<file path="src/rtl/chm_pkg.sv">
// Shared types and codes for the chained hash map engine.
// No dependencies; used by every rtl file.
package chm_pkg;

    typedef struct packed {
        logic [1:0]  mode;
        logic [31:0] key;
        logic [31:0] value;
    } req_t;

    typedef struct packed {
        logic [2:0]  status;
        logic [31:0] found_value;
        logic [8:0]  live_entries;
    } rsp_t;

    localparam logic [1:0] MODE_PUT = 2'd0;
    localparam logic [1:0] MODE_GET = 2'd1;
    localparam logic [1:0] MODE_DEL = 2'd2;
    localparam logic [1:0] MODE_NOP = 2'd3;

    localparam logic [2:0] ST_INSERTED = 3'd0;
    localparam logic [2:0] ST_UPDATED  = 3'd1;
    localparam logic [2:0] ST_FOUND    = 3'd2;
    localparam logic [2:0] ST_MISSING  = 3'd3;
    localparam logic [2:0] ST_DELETED  = 3'd4;
    localparam logic [2:0] ST_FULL     = 3'd5;

    typedef struct packed {
        logic load;       // capture request, start modulo
        logic mod_step;   // one restoring-division step
        logic head_rd;    // read bucket head
        logic ent_rd;     // read entry at cur
        logic advance;    // cur <= next, prev <= cur
        logic scan_step;  // free-slot scan advance
        logic do_update;
        logic do_insert;
        logic do_delete;
        logic set_rsp;
        logic [2:0] rsp_status;
    } cmd_t;

    typedef struct packed {
        logic mod_done;
        logic cur_nil;
        logic key_match;
        logic walk_limit;
        logic scan_done;
        logic scan_found;
        logic [1:0] mode;
    } sts_t;

endpackage

</file>
<file path="src/rtl/chm_ctrl.sv">
// Controller state machine sequencing modulo, chain walk, free-slot scan and result.
// Depends on chm_pkg.
module chm_ctrl (
    input  logic           clk,
    input  logic           rst_n,
    input  logic           req_valid,
    output logic           req_ready,
    output logic           rsp_valid,
    input  logic           rsp_ready,
    input  chm_pkg::sts_t  sts,
    output chm_pkg::cmd_t  cmd
);
    typedef enum logic [7:0] {
        S_IDLE = 8'b0000_0001,
        S_MOD  = 8'b0000_0010,
        S_HEAD = 8'b0000_0100,
        S_TEST = 8'b0000_1000,
        S_READ = 8'b0001_0000,
        S_CMP  = 8'b0010_0000,
        S_SCAN = 8'b0100_0000,
        S_OUT  = 8'b1000_0000
    } state_t;

    state_t state_reg, state_next;

    always_ff @(posedge clk or negedge rst_n) begin
        if (!rst_n)
            state_reg <= S_IDLE;
        else
            state_reg <= state_next;
    end

    assign req_ready = (state_reg == S_IDLE);
    assign rsp_valid = (state_reg == S_OUT);

    always_comb begin
        cmd = '0;
        state_next = state_reg;
        case (state_reg)
            S_IDLE: if (req_valid)
            begin
                cmd.load = 1'b1;
                state_next = S_MOD;
            end
            S_MOD:
            begin
                if (sts.mod_done)
                begin
                    if (sts.mode == chm_pkg::MODE_NOP)
                    begin
                        cmd.set_rsp = 1'b1;
                        cmd.rsp_status = chm_pkg::ST_MISSING;
                        state_next = S_OUT;
                    end
                    else
                    begin
                        cmd.head_rd = 1'b1;
                        state_next = S_TEST;
                    end
                end
                else
                    cmd.mod_step = 1'b1;
            end
            S_TEST:
            begin
                if (sts.cur_nil || sts.walk_limit)
                begin
                    if (sts.mode == chm_pkg::MODE_PUT)
                        state_next = S_SCAN;
                    else
                    begin
                        cmd.set_rsp = 1'b1;
                        cmd.rsp_status = chm_pkg::ST_MISSING;
                        state_next = S_OUT;
                    end
                end
                else
                begin
                    cmd.ent_rd = 1'b1;
                    state_next = S_CMP;
                end
            end
            S_CMP:
            begin
                if (sts.key_match)
                begin
                    cmd.set_rsp = 1'b1;
                    state_next = S_OUT;
                    case (sts.mode)
                        chm_pkg::MODE_PUT:
                        begin
                            cmd.do_update = 1'b1;
                            cmd.rsp_status = chm_pkg::ST_UPDATED;
                        end
                        chm_pkg::MODE_GET: cmd.rsp_status = chm_pkg::ST_FOUND;
                        default:
                        begin
                            cmd.do_delete = 1'b1;
                            cmd.rsp_status = chm_pkg::ST_DELETED;
                        end
                    endcase
                end
                else
                begin
                    cmd.advance = 1'b1;
                    state_next = S_TEST;
                end
            end
            S_SCAN:
            begin
                if (sts.scan_done)
                begin
                    cmd.set_rsp = 1'b1;
                    state_next = S_OUT;
                    if (sts.scan_found)
                    begin
                        cmd.do_insert = 1'b1;
                        cmd.rsp_status = chm_pkg::ST_INSERTED;
                    end
                    else
                        cmd.rsp_status = chm_pkg::ST_FULL;
                end
                else
                    cmd.scan_step = 1'b1;
            end
            S_OUT: if (rsp_ready) state_next = S_IDLE;
            default: state_next = S_IDLE;
        endcase
    end
endmodule

</file>
<file path="config.mk">
export PLATFORM = sky130hd
export DESIGN_NAME = chm_ctrl
export DESIGN_NICKNAME = d
export VERILOG_FILES = /design/src/rtl/chm_pkg.sv /design/src/rtl/chm_ctrl.sv
export SDC_FILE = /design/constraint.sdc
export NUM_CORES = 1
export LEC_CHECK = 0
export BUFFER_PORTS_ARGS = -buffer_cell sky130_fd_sc_hd__buf_2
export CAP_MARGIN = 20
export CELL_PAD_IN_SITES_DETAIL_PLACEMENT = 1
export CELL_PAD_IN_SITES_GLOBAL_PLACEMENT = 1
export CORE_MARGIN = 4
export CORE_UTILIZATION = 31
export DETAILED_ROUTE_END_ITERATION = 8
export PLACE_DENSITY = 0.83
export SLEW_MARGIN = 20
export SYNTH_ARGS = -nofsm -noshare
export SYNTH_HDL_FRONTEND = slang
export SYNTH_SLANG_ARGS = --single-unit
export TNS_END_PERCENT = 1
</file>
<file path="constraint.sdc">
create_clock -name clk -period 5.35 [get_ports clk]
set_clock_uncertainty 0.2 [all_clocks]
set_input_delay 1.07 -clock clk [delete_from_list [all_inputs] [get_ports clk]]
set_output_delay 1.07 -clock clk [all_outputs]
set_load 0.03 [all_outputs]
</file>
==> reports/qor.yml, run 1 <==
placed_design:
  post-dp-hpwl_um: 1241
  finalWeightedCongestion: 0.7514
  portBuffers: 26
timing:
  setup_viol: 0
  period_share_pct: 63.76
  finalCriticalPeriod_ns: 3.411
  hold_viol_final: 0
  slew-limit-headroom_pct: 76.35
  fmax_mhz: 293.2
  worstMarginPinSlew_ns: 0.3514
  slew_violations: 0
  rsz0062_at_grt: "no"
  finalSetupTns_ns: 0
synthesis:
  syn-num-nets: 77
  async_reset_ff_share_pct: 100.0
  ys_seq_area_share_pct: 29.73
  ys_top_cells_by_count: "7 x nand2_1, 7 x nor2_1, 5 x dfrtp_1"
  avgSynthCellArea_sq_um: 7.834
  yosysWarnings: 0
  synth_area_leaders: "dfrtp_1 25%, dfstp_2 5.2%, nand2_1 5.2%"
  yosysUniqueCellTypes: 30
  yosys.area.top_type_share_pct: 24.57
  ys_ff_latch: 6
  ys.flop_type: "dfrtp_1"
  yosysTopAreaCell: "dfrtp_1"
  syn_area_sq_um: 509.2
  syn_inst: 65
  synth-edff-count: 0
clock_tree:
  cts_sinks: 6
  insertion_delay_ns: 0.25
  post_cts.repair.setup_buffers: 0
  clk_pin_slew_ns: 0.05
  root_buffer: "clkbuf_4"
  ctsHoldBuffers: 0
  h-tree-depth: 1
  cts_tree: "built"
  cts_buffer_depth: 2
  cts_resized: 0
  cts-buffers-inserted: 3
critical_path:
  worstPathRequired_ns: 4.08
  r2r_cells: 4
  critPathLaunch: "state_reg[7]"
  end_kind: "output port"
  r2r-end: "state_reg[3]"
  crit_end: "cmd[0]"
  cp.arrival_ns: 2.14
  crit_fanout: 7
  r2r_start: "state_reg[5]"
  startpoint_type: "flip-flop"
  rrSetupSlack_ns: 3.37
  critPathKind: "flip-flop to output port"
global_routing:
  globalRouteTotalUtil_pct: 13.38
  grt_pass1_vias: 582
  antenna_found_initial: 0
  grt_first_pass_wirelength_um: 2518
  overflow: 0
  grt_max_degree: 8
routing:
  dr.pass1.iters: 3
  drt_iter0_markers: 2
  drc: 0
  detail-route-antenna-nets: 0
  vias: 562
  wire_per_inst_um: 13.17
  viasPerCell: 5.156
  wirelength_um: 1435
floorplan:
  ios: 27
  rows: 14
  die_width_um: 48.53
  core_sq_mm: 0.001524
  fp.dieH_um: 48.53
  start_util_pct: 33.42
  dieArea_sq_mm: 0.002355
power_and_ir_drop:
  power_uw: 263.3
  p_leak_nw: 0.3954
  powerDensity_mw_per_mm2: 391.2
  ir_worst_vdd_mv: 0.2233
finish:
  synthToLayoutAreaGrowth_pct: 32.19
  antenna_cells: 0
  drive_above_1_share_pct: 37.63
  n_fill_cell: 213
  nets: 106
  largest_reg_flops: 6
flow_run:
  cap_violations: 0
outcome:
  status: "finished, final reports clean"
worst_hold_path:
  hold_class: "input pin to async pin"
## worst max-delay path: stages, from the launching register on
cell,delay (ns)
dfrtp_1,0.41
or4_1,0.68
nor3_2,0.31
o21ai_1,0.18
nand4_1,0.12
buf_2,0.20
## routing by layer
layer,track usage (%),part of all wire (%),up-vias
li1,-,-,287
met1,14.63,43,258
met2,23.04,50,14
met3,2.147,4.0,3
met4,9.417,2.5,0
met5,0,0,-
## final cells by class
cell class / count / area, sq um / share of cell area [%]
Tap cell: 16 / 20.02 / 2.974
Multi-Input combinational cell: 54 / 334.1 / 49.63
Timing Repair Buffer: 26 / 130.1 / 19.33
Clock buffer: 4 / 26.28 / 3.903
Inverter: 3 / 11.26 / 1.673
Sequential cell: 6 / 151.4 / 22.49
## kinds of logic (layout without fill, tap and decap cells)
| logic type | count (synthesis) | in the layout | synth area share (%) |
|---|---|---|---|
| DFF | 6 | 6 | 29.73 |
| and+or+nand+nor | 46 | 46 | 54.54 |
| xor gates and xnor gates | 1 | 1 | 1.720 |
| buffers and inverters | 5 | 33 | 4.668 |
| AOI/OAI and AO/OA | 7 | 7 | 9.337 |
## placed cells by master (no fill, tap or decap)
cell type  count
dfrtp_1        5
nor3b_1        1
nand3b_1       2
inv_1          3
nor3_2         1
nor3_1         3
nand2b_1       4
a211o_1        1
or4b_4         1
a21oi_1        2
clkbuf_1       1
nor2_1         7
and3_1         2
xor2_1         1
o211ai_2       1
or4_4          1
nor2b_1        1
dfstp_2        1
nor4_1         4
nor3b_2        1
or2b_1         1
or4_1          2
clkbuf_4       3
and2_1         3
nand2_1        7
nand4_1        2
o22ai_1        1
buf_2         26
or2_1          2
o21ai_1        2
nand3_1        1
## power by group
part	internal [mW]	switching [mW]
Combinational	0.0556	0.0867
Sequential	0.0599	0.0174
Clock	0.0282	0.0156
## through the flow
step                      cell area (sq um)  setup slack [ns]  util, %  hold slack, ns  cells
after global routing                  673.1             1.787    44.17          0.4260    109
after CTS                             673.1             1.929    44.17          0.4261    109
after floorplan                       509.2             2.135        -          0.4374     65
final                                 673.1             1.939    44.17          0.4342    109
after detailed placement              646.9             2.094    42.45          0.4457    105
after global placement                646.9             2.136    42.45          0.4102    105
## worst min path at each step
stage | startpoint | endpoint | slack (ns) | cells after the start
5_1_grt | rst_n | state_reg[6] | 0.43 | 1
6_report | rst_n | state_reg[7] | 0.43 | 1
2_1_floorplan | state_reg[7] | state_reg[6] | 0.44 | 3
3_3_place_gp | state_reg[1] | state_reg[0] | 0.41 | 3
4_1_cts | rst_n | state_reg[7] | 0.43 | 1
3_5_place_dp | state_reg[1] | state_reg[0] | 0.45 | 3
Note: power is estimated with default switching activity, not from simulation.
==> run 2, diff against run 1 <==
- ABC_AREA: not set -> 1
- CORE_UTILIZATION: 31 -> 28
- PLACE_DENSITY: 0.83 -> 0.79
- clock period: 5.35 -> 3.3 ns (I/O delays scaled with it)
==> reports/qor.yml, run 2 <==
finish:
  regArea_sq_um: 151.4  # unchanged
  n_fill_cell: 266  # was 213
  nets: 132  # was 106
  multi_input_area_sq_um: 305.3  # was 334.1 sq um
  finalCoreUtilization_pct: 40.77  # was 44.17%
  largest_reg_flops: 6  # unchanged
  antenna_cells: 0  # unchanged
  synthToLayoutAreaGrowth_pct: 32.95  # was 32.19%
  final_common_cell: "buf_2"  # unchanged
  drive_above_1_share_pct: 34.45  # was 37.63%
  final_cell_mix: "26 x buf_2, 19 x inv_1, 17 x nand2_1"  # was 26 x buf_2, 7 x nor2_1, 7 x nand2_1
  fin_area_sq_um: 726.9  # was 673.1 sq um
critical_path:
  path_cells: "nor2_2 -> nand2_2 -> inv_2 -> nand2_1 -> inv_2 -> nand2_2 -> nand2_1 -> nor2_2 -> inv_1 -> buf_2"  # was or4_1 -> nor3_2 -> o21ai_1 -> nand4_1 -> buf_2
  critPathBufInv: 4  # was 1
  slowest_delay_ns: 0.40  # was 0.68 ns
  critPathKind: "flip-flop to output port"  # unchanged
  path_delay_family: "simple AND/OR/NAND/NOR gates"  # unchanged
  worstPathRequired_ns: 2.44  # was 4.08 ns
  startpoint_type: "flip-flop"  # unchanged
  cp_slowest_cell: "dfrtp_1"  # was or4_1
  cp.arrival_ns: 1.69  # was 2.14 ns
  end_kind: "output port"  # unchanged
  crit_fanout: 6  # was 7
power_and_ir_drop:
  power_uw: 464.5  # was 263.3 uW
  powerDensity_mw_per_mm2: 639.0  # was 391.2 mW/mm^2
  swShare_pct: 51.74  # was 45.46%
  internal_power_uw: 224.2  # was 143.6 uW
  p_sw_uw: 240.3  # was 119.7 uW
  p_comb_share_pct: 56.3  # was 54.0%
  pwr-share-clk_pct: 16.6  # about the same
  power_frac_seq_pct: 27.1  # was 29.3%
  ir_worst_vdd_mv: 0.3586  # was 0.2233 mV
  p_leak_nw: 0.4897  # was 0.3954 nW
routing:
  vias: 677  # was 562
  wirelength_um: 1732  # was 1435 um
  dr.pass1.iters: 3  # unchanged
  drt_iter0_markers: 5  # was 2
  drc: 0  # unchanged
  viasPerCell: 4.701  # was 5.156
  detail-route-antenna-nets: 0  # unchanged
  wire_per_inst_um: 12.03  # was 13.17 um
synthesis:
  syn_area_sq_um: 546.8  # was 509.2 sq um
  yosysTopAreaCell: "dfrtp_1"  # unchanged
  yosys.area.top_type_share_pct: 22.88  # was 24.57%
  syn_inst: 90  # was 65
  ys_seq_area_share_pct: 27.69  # was 29.73%
  yosysUniqueCellTypes: 21  # was 30
  ys.flop_type: "dfrtp_1"  # unchanged
  async_reset_ff_share_pct: 100.0  # unchanged
  synth-edff-count: 0  # unchanged
  syn-num-nets: 102  # was 77
  ys_ff_latch: 6  # unchanged
  avgSynthCellArea_sq_um: 6.075  # was 7.834 sq um
  yosysWarnings: 0  # unchanged
  yosysMostFrequentCell: "inv_1"
  ys_top_cells_by_count: "19 x inv_1, 17 x nand2_1, 16 x nor2_1"  # was 7 x nand2_1, 7 x nor2_1, 5 x dfrtp_1
  synth_area_leaders: "dfrtp_1 23%, inv_1 13%, nand2_1 12%"  # was dfrtp_1 25%, dfstp_2 5.2%, nand2_1 5.2%
timing:
  finalCriticalPeriod_ns: 2.549
  rsz0062_at_grt: "no"  # unchanged
  slew_violations: 0  # unchanged
  period_share_pct: 77.25
  slew-limit-headroom_pct: 79.66  # was 76.35%
  fmax_mhz: 392.3
  setup_viol: 0  # unchanged
  hold_viol_final: 0  # unchanged
  worstMarginPinSlew_ns: 0.3047  # was 0.3514 ns
  finalSetupTns_ns: 0  # unchanged
global_routing:
  antenna_found_initial: 0  # unchanged
  grt_first_pass_wirelength_um: 2904  # was 2518 um
  grt_max_degree: 11  # was 8
  globalRouteTotalUtil_pct: 14.28  # was 13.38%
  grt_pass1_vias: 715  # was 582
  overflow: 0  # unchanged
floorplan:
  ios: 27  # unchanged
  rows: 15  # was 14
  start_util_pct: 30.67  # was 33.42%
  core_sq_mm: 0.001783  # was 0.001524 sq mm
  fp.dieH_um: 52.19  # was 48.53 um
  dieArea_sq_mm: 0.002724  # was 0.002355 sq mm
  die_width_um: 52.19  # was 48.53 um
placed_design:
  post-dp-hpwl_um: 1494  # was 1241 um
  portBuffers: 26  # unchanged
  placed_area_sq_um: 700.7  # was 646.9 sq um
  finalWeightedCongestion: 0.8023  # was 0.7514
clock_tree:
  post_cts.repair.setup_buffers: 0  # unchanged
  cts_tree: "built"  # unchanged
  insertion_delay_ns: 0.25  # about the same
  h-tree-depth: 1  # unchanged
  ctsHoldBuffers: 0  # unchanged
  cts-buffers-inserted: 3  # unchanged
  root_buffer: "clkbuf_4"  # unchanged
  clk_pin_slew_ns: 0.05  # about the same
  cts_sinks: 6  # unchanged
  cts_buffer_depth: 2  # unchanged
  cts_resized: 0  # unchanged
flow_run:
  cap_violations: 0  # unchanged
worst_hold_path:
  hold_class: "input pin to async pin"  # unchanged
outcome:
  status: "finished, final reports clean"  # unchanged
[run 2: logic make-up after synthesis]
| kind of cell | Yosys count | synth area share [%] |
|---|---|---|
| AND/OR/NAND/NOR | 56 | 50.34 |
| AO/OA/AOI/OAI | 5 | 5.492 |
| buffers and inverters | 23 | 16.48 |
| flip-flops | 6 | 27.69 |
[run 2: worst reg2reg max path, delay by kind of cell (launching register included)]
family / cells / cell delay (ns)
AO/OA/AOI/OAI: 1 / 0.28
flip-flops: 1 / 0.40
buffers and inverters: 1 / 0.09
AND/OR/NAND/NOR: 3 / 0.46
[run 2: area by class of cell]
cell class | count | area share, %
Clock buffer | 4 | 3.614
Tap cell | 25 | 4.303
Timing Repair Buffer | 26 | 17.90
Multi-Input combinational cell | 61 | 42.00
Inverter | 22 | 11.36
Sequential cell | 6 | 20.83
[run 2: metrics by stage]
step	worst slack, ns	hold slack [ns]	instances
after floorplan	0.7949	0.1644	90
after global placement	0.9519	0.2906	140
after detailed placement	0.9372	0.2909	140
after CTS	0.7425	0.02086	144
after global routing	0.6114	0.01935	144
final	0.7509	0.02490	144
[run 2: worst paths after layout]
kind	start	to	slack [ns]	cells after the start
max	state_reg[7]	cmd[3]	0.75	10
min	rst_n	state_reg[7]	0.02	1
max reg2reg	state_reg[7]	state_reg[6]	1.76	5
min reg2reg	state_reg[6]	state_reg[7]	0.46	3
max in group asynchronous	rst_n	state_reg[0]	2.65	1
min in group clk	state_reg[6]	state_reg[7]	0.46	3
[run 2: power by group through the flow]
stage	logic, mW	clock network (mW)	registers, mW
after floorplan	0.197	0	0.123
after global placement	0.254	0	0.126
after detailed placement	0.262	0	0.127
after CTS	0.264	0.0794	0.126
after global routing	0.294	0.0854	0.129
final	0.262	0.0770	0.126
[run 2: routing by layer]
metal  share of wire, %  GRT usage [%]
met5                  0              0
met3                5.0          4.274
met1                 44          17.04
met2                 50          25.31
met4               0.40          2.553
==> run 3, diff against run 2 <==
- clock period: 3.3 -> 2.5 ns (I/O delays scaled with it)
==> reports/qor.yml, run 3 (same netlist as run 2, synthesis figures left out) <==
placed_design:
  portBuffers: 26  # unchanged
  finalWeightedCongestion: 0.7801  # was 0.8023
  placed_area_sq_um: 700.7  # unchanged
  post-dp-hpwl_um: 1460  # was 1494 um
timing:
  rsz0062_at_grt: "no"  # unchanged
  worstMarginPinSlew_ns: 0.2545  # was 0.3047 ns
  finalSetupTns_ns: 0  # unchanged
  slew_violations: 0  # unchanged
  finalCriticalPeriod_ns: 2.334
  setup_viol: 0  # unchanged
  slew-limit-headroom_pct: 83.02  # was 79.66%
  hold_viol_final: 0  # unchanged
  fmax_mhz: 428.5
  period_share_pct: 93.36
worst_hold_path:
  hold_class: "input pin to flip-flop"  # was input pin to async pin
critical_path:
  path_delay_family: "simple AND/OR/NAND/NOR gates"  # unchanged
  cp.arrival_ns: 1.63  # was 1.69 ns
  critPathKind: "flip-flop to output port"  # unchanged
  startpoint_type: "flip-flop"  # unchanged
  path_cells: "nor2_2 -> nand2_2 -> inv_2 -> nand2_1 -> inv_2 -> nand2_2 -> o21ai_1 -> buf_2"  # was nor2_2 -> nand2_2 -> inv_2 -> nand2_1 -> inv_2 -> nand2_2 -> nand2_1 -> nor2_2 -> inv_1 -> buf_2
  worstPathRequired_ns: 1.80  # was 2.44 ns
  crit_fanout: 6  # unchanged
  cp_slowest_cell: "dfrtp_1"  # unchanged
  end_kind: "output port"  # unchanged
  slowest_delay_ns: 0.41  # was 0.40 ns
  critPathBufInv: 3  # was 4
global_routing:
  globalRouteTotalUtil_pct: 14.33  # was 14.28%
  grt_first_pass_wirelength_um: 2898  # was 2904 um
  overflow: 0  # unchanged
  antenna_found_initial: 0  # unchanged
  grt_max_degree: 11  # unchanged
  grt_pass1_vias: 707  # was 715
routing:
  wire_per_inst_um: 11.62  # was 12.03 um
  drc: 0  # unchanged
  drt_iter0_markers: 5  # unchanged
  wirelength_um: 1685  # was 1732 um
  viasPerCell: 4.607  # was 4.701
  vias: 668  # was 677
  detail-route-antenna-nets: 0  # unchanged
  dr.pass1.iters: 4  # was 3
finish:
  largest_reg_flops: 6  # unchanged
  fin_area_sq_um: 737.0  # was 726.9 sq um
  final_common_cell: "buf_2"  # unchanged
  finalCoreUtilization_pct: 41.33  # was 40.77%
  drive_above_1_share_pct: 34.17  # was 34.45%
  synthToLayoutAreaGrowth_pct: 34.78  # was 32.95%
  antenna_cells: 0  # unchanged
  nets: 133  # was 132
  final_cell_mix: "26 x buf_2, 19 x inv_1, 17 x nand2_1"  # unchanged
power_and_ir_drop:
  internal_power_uw: 296.7  # was 224.2 uW
  pwr-share-clk_pct: 16.2  # was 16.6%
  p_leak_nw: 0.4939  # was 0.4897 nW
  p_sw_uw: 305.6  # was 240.3 uW
  powerDensity_mw_per_mm2: 817.3  # was 639.0 mW/mm^2
  p_comb_share_pct: 56.4  # was 56.3%
  swShare_pct: 50.74  # was 51.74%
  power_frac_seq_pct: 27.4  # was 27.1%
  ir_worst_vdd_mv: 0.4389  # was 0.3586 mV
floorplan:
  ios: 27  # unchanged
  start_util_pct: 30.67  # unchanged
  rows: 15  # unchanged
  dieArea_sq_mm: 0.002724  # unchanged
  fp.dieH_um: 52.19  # unchanged
  die_width_um: 52.19  # unchanged
  core_sq_mm: 0.001783  # unchanged
outcome:
  status: "finished, final reports clean"  # unchanged
clock_tree:
  cts_tree: "built"  # unchanged
  cts-buffers-inserted: 3  # unchanged
  post_cts.repair.setup_buffers: 0  # unchanged
  cts_sinks: 6  # unchanged
  clk_pin_slew_ns: 0.05  # about the same
  insertion_delay_ns: 0.24  # was 0.25 ns
  root_buffer: "clkbuf_4"  # unchanged
  h-tree-depth: 1  # unchanged
  cts_buffer_depth: 2  # unchanged
flow_run:
  cap_violations: 0  # unchanged
## run 3: cell count changes in the layout (fill, tap and decap cells not counted)
cell,delta
dlygate4sd3_1,+1
## run 3: worst reg2reg max path: stages (launching register included)
cell	delay, ns
dfstp_2	0.56
nor2_4	0.07
nand4_1	0.18
nand2_1	0.08
nor2_1	0.20
o21a_1	0.15
## run 3: power groups by stage
stage,Sequential (mW),Combinational [mW],Clock [mW]
floorplan,0.162,0.260,0
global placement,0.166,0.335,0
detailed placement,0.168,0.341,0
CTS,0.166,0.345,0.104
global route,0.171,0.386,0.105
finish,0.165,0.340,0.0974
## run 3: path summary, 6_finish.rpt
| path | start | cells past startpoint | slack [ns] | end |
|---|---|---|---|---|
| max | state_reg[6] | 8 | 0.17 | cmd[1] |
| min | req_valid | 4 | 0.34 | state_reg[0] |
| max reg2reg | state_reg[0] | 5 | 1.00 | state_reg[3] |
| min reg2reg | state_reg[7] | 3 | 0.44 | state_reg[0] |
| max in group asynchronous | rst_n | 2 | 1.45 | state_reg[0] |
| min in group asynchronous | rst_n | 2 | 0.42 | state_reg[5] |
## run 3: what timing repair did
action                                 4_1_cts  5_1_grt
resized for setup                            0        0
endpoints found under the hold margin        5        0
hold buffers                                 1        0
## run 3: cell type report
class	instances	area, sq um
repair buffers	27	140.1
fillers	257	1046
well taps	25	31.28
multi-input cells	61	305.3
flip-flops and latches	6	151.4
inverters	22	82.58
clock buffers	4	26.28
## run 3: routing by layer
layer | track usage (%) | part of all wire (%)
met4 | 2.553 | 0
met5 | 0 | 0
met2 | 24.90 | 52
met1 | 17.01 | 43
met3 | 5.128 | 5.0
## run 3: metrics by stage
| step | cells | setup slack [ns] | total power [mW] | hold slack [ns] |
|---|---|---|---|---|
| detailed placement | 140 | 0.4145 | 0.5089 | 0.1357 |
| finish | 145 | 0.1661 | 0.6023 | 0.3411 |
| global route | 145 | 0.04696 | 0.6624 | 0.3787 |
| global placement | 140 | 0.4537 | 0.5011 | 0.1321 |
| CTS | 145 | 0.1292 | 0.6157 | 0.3324 |
| floorplan | 90 | 0.1690 | 0.4220 | 0.004409 |
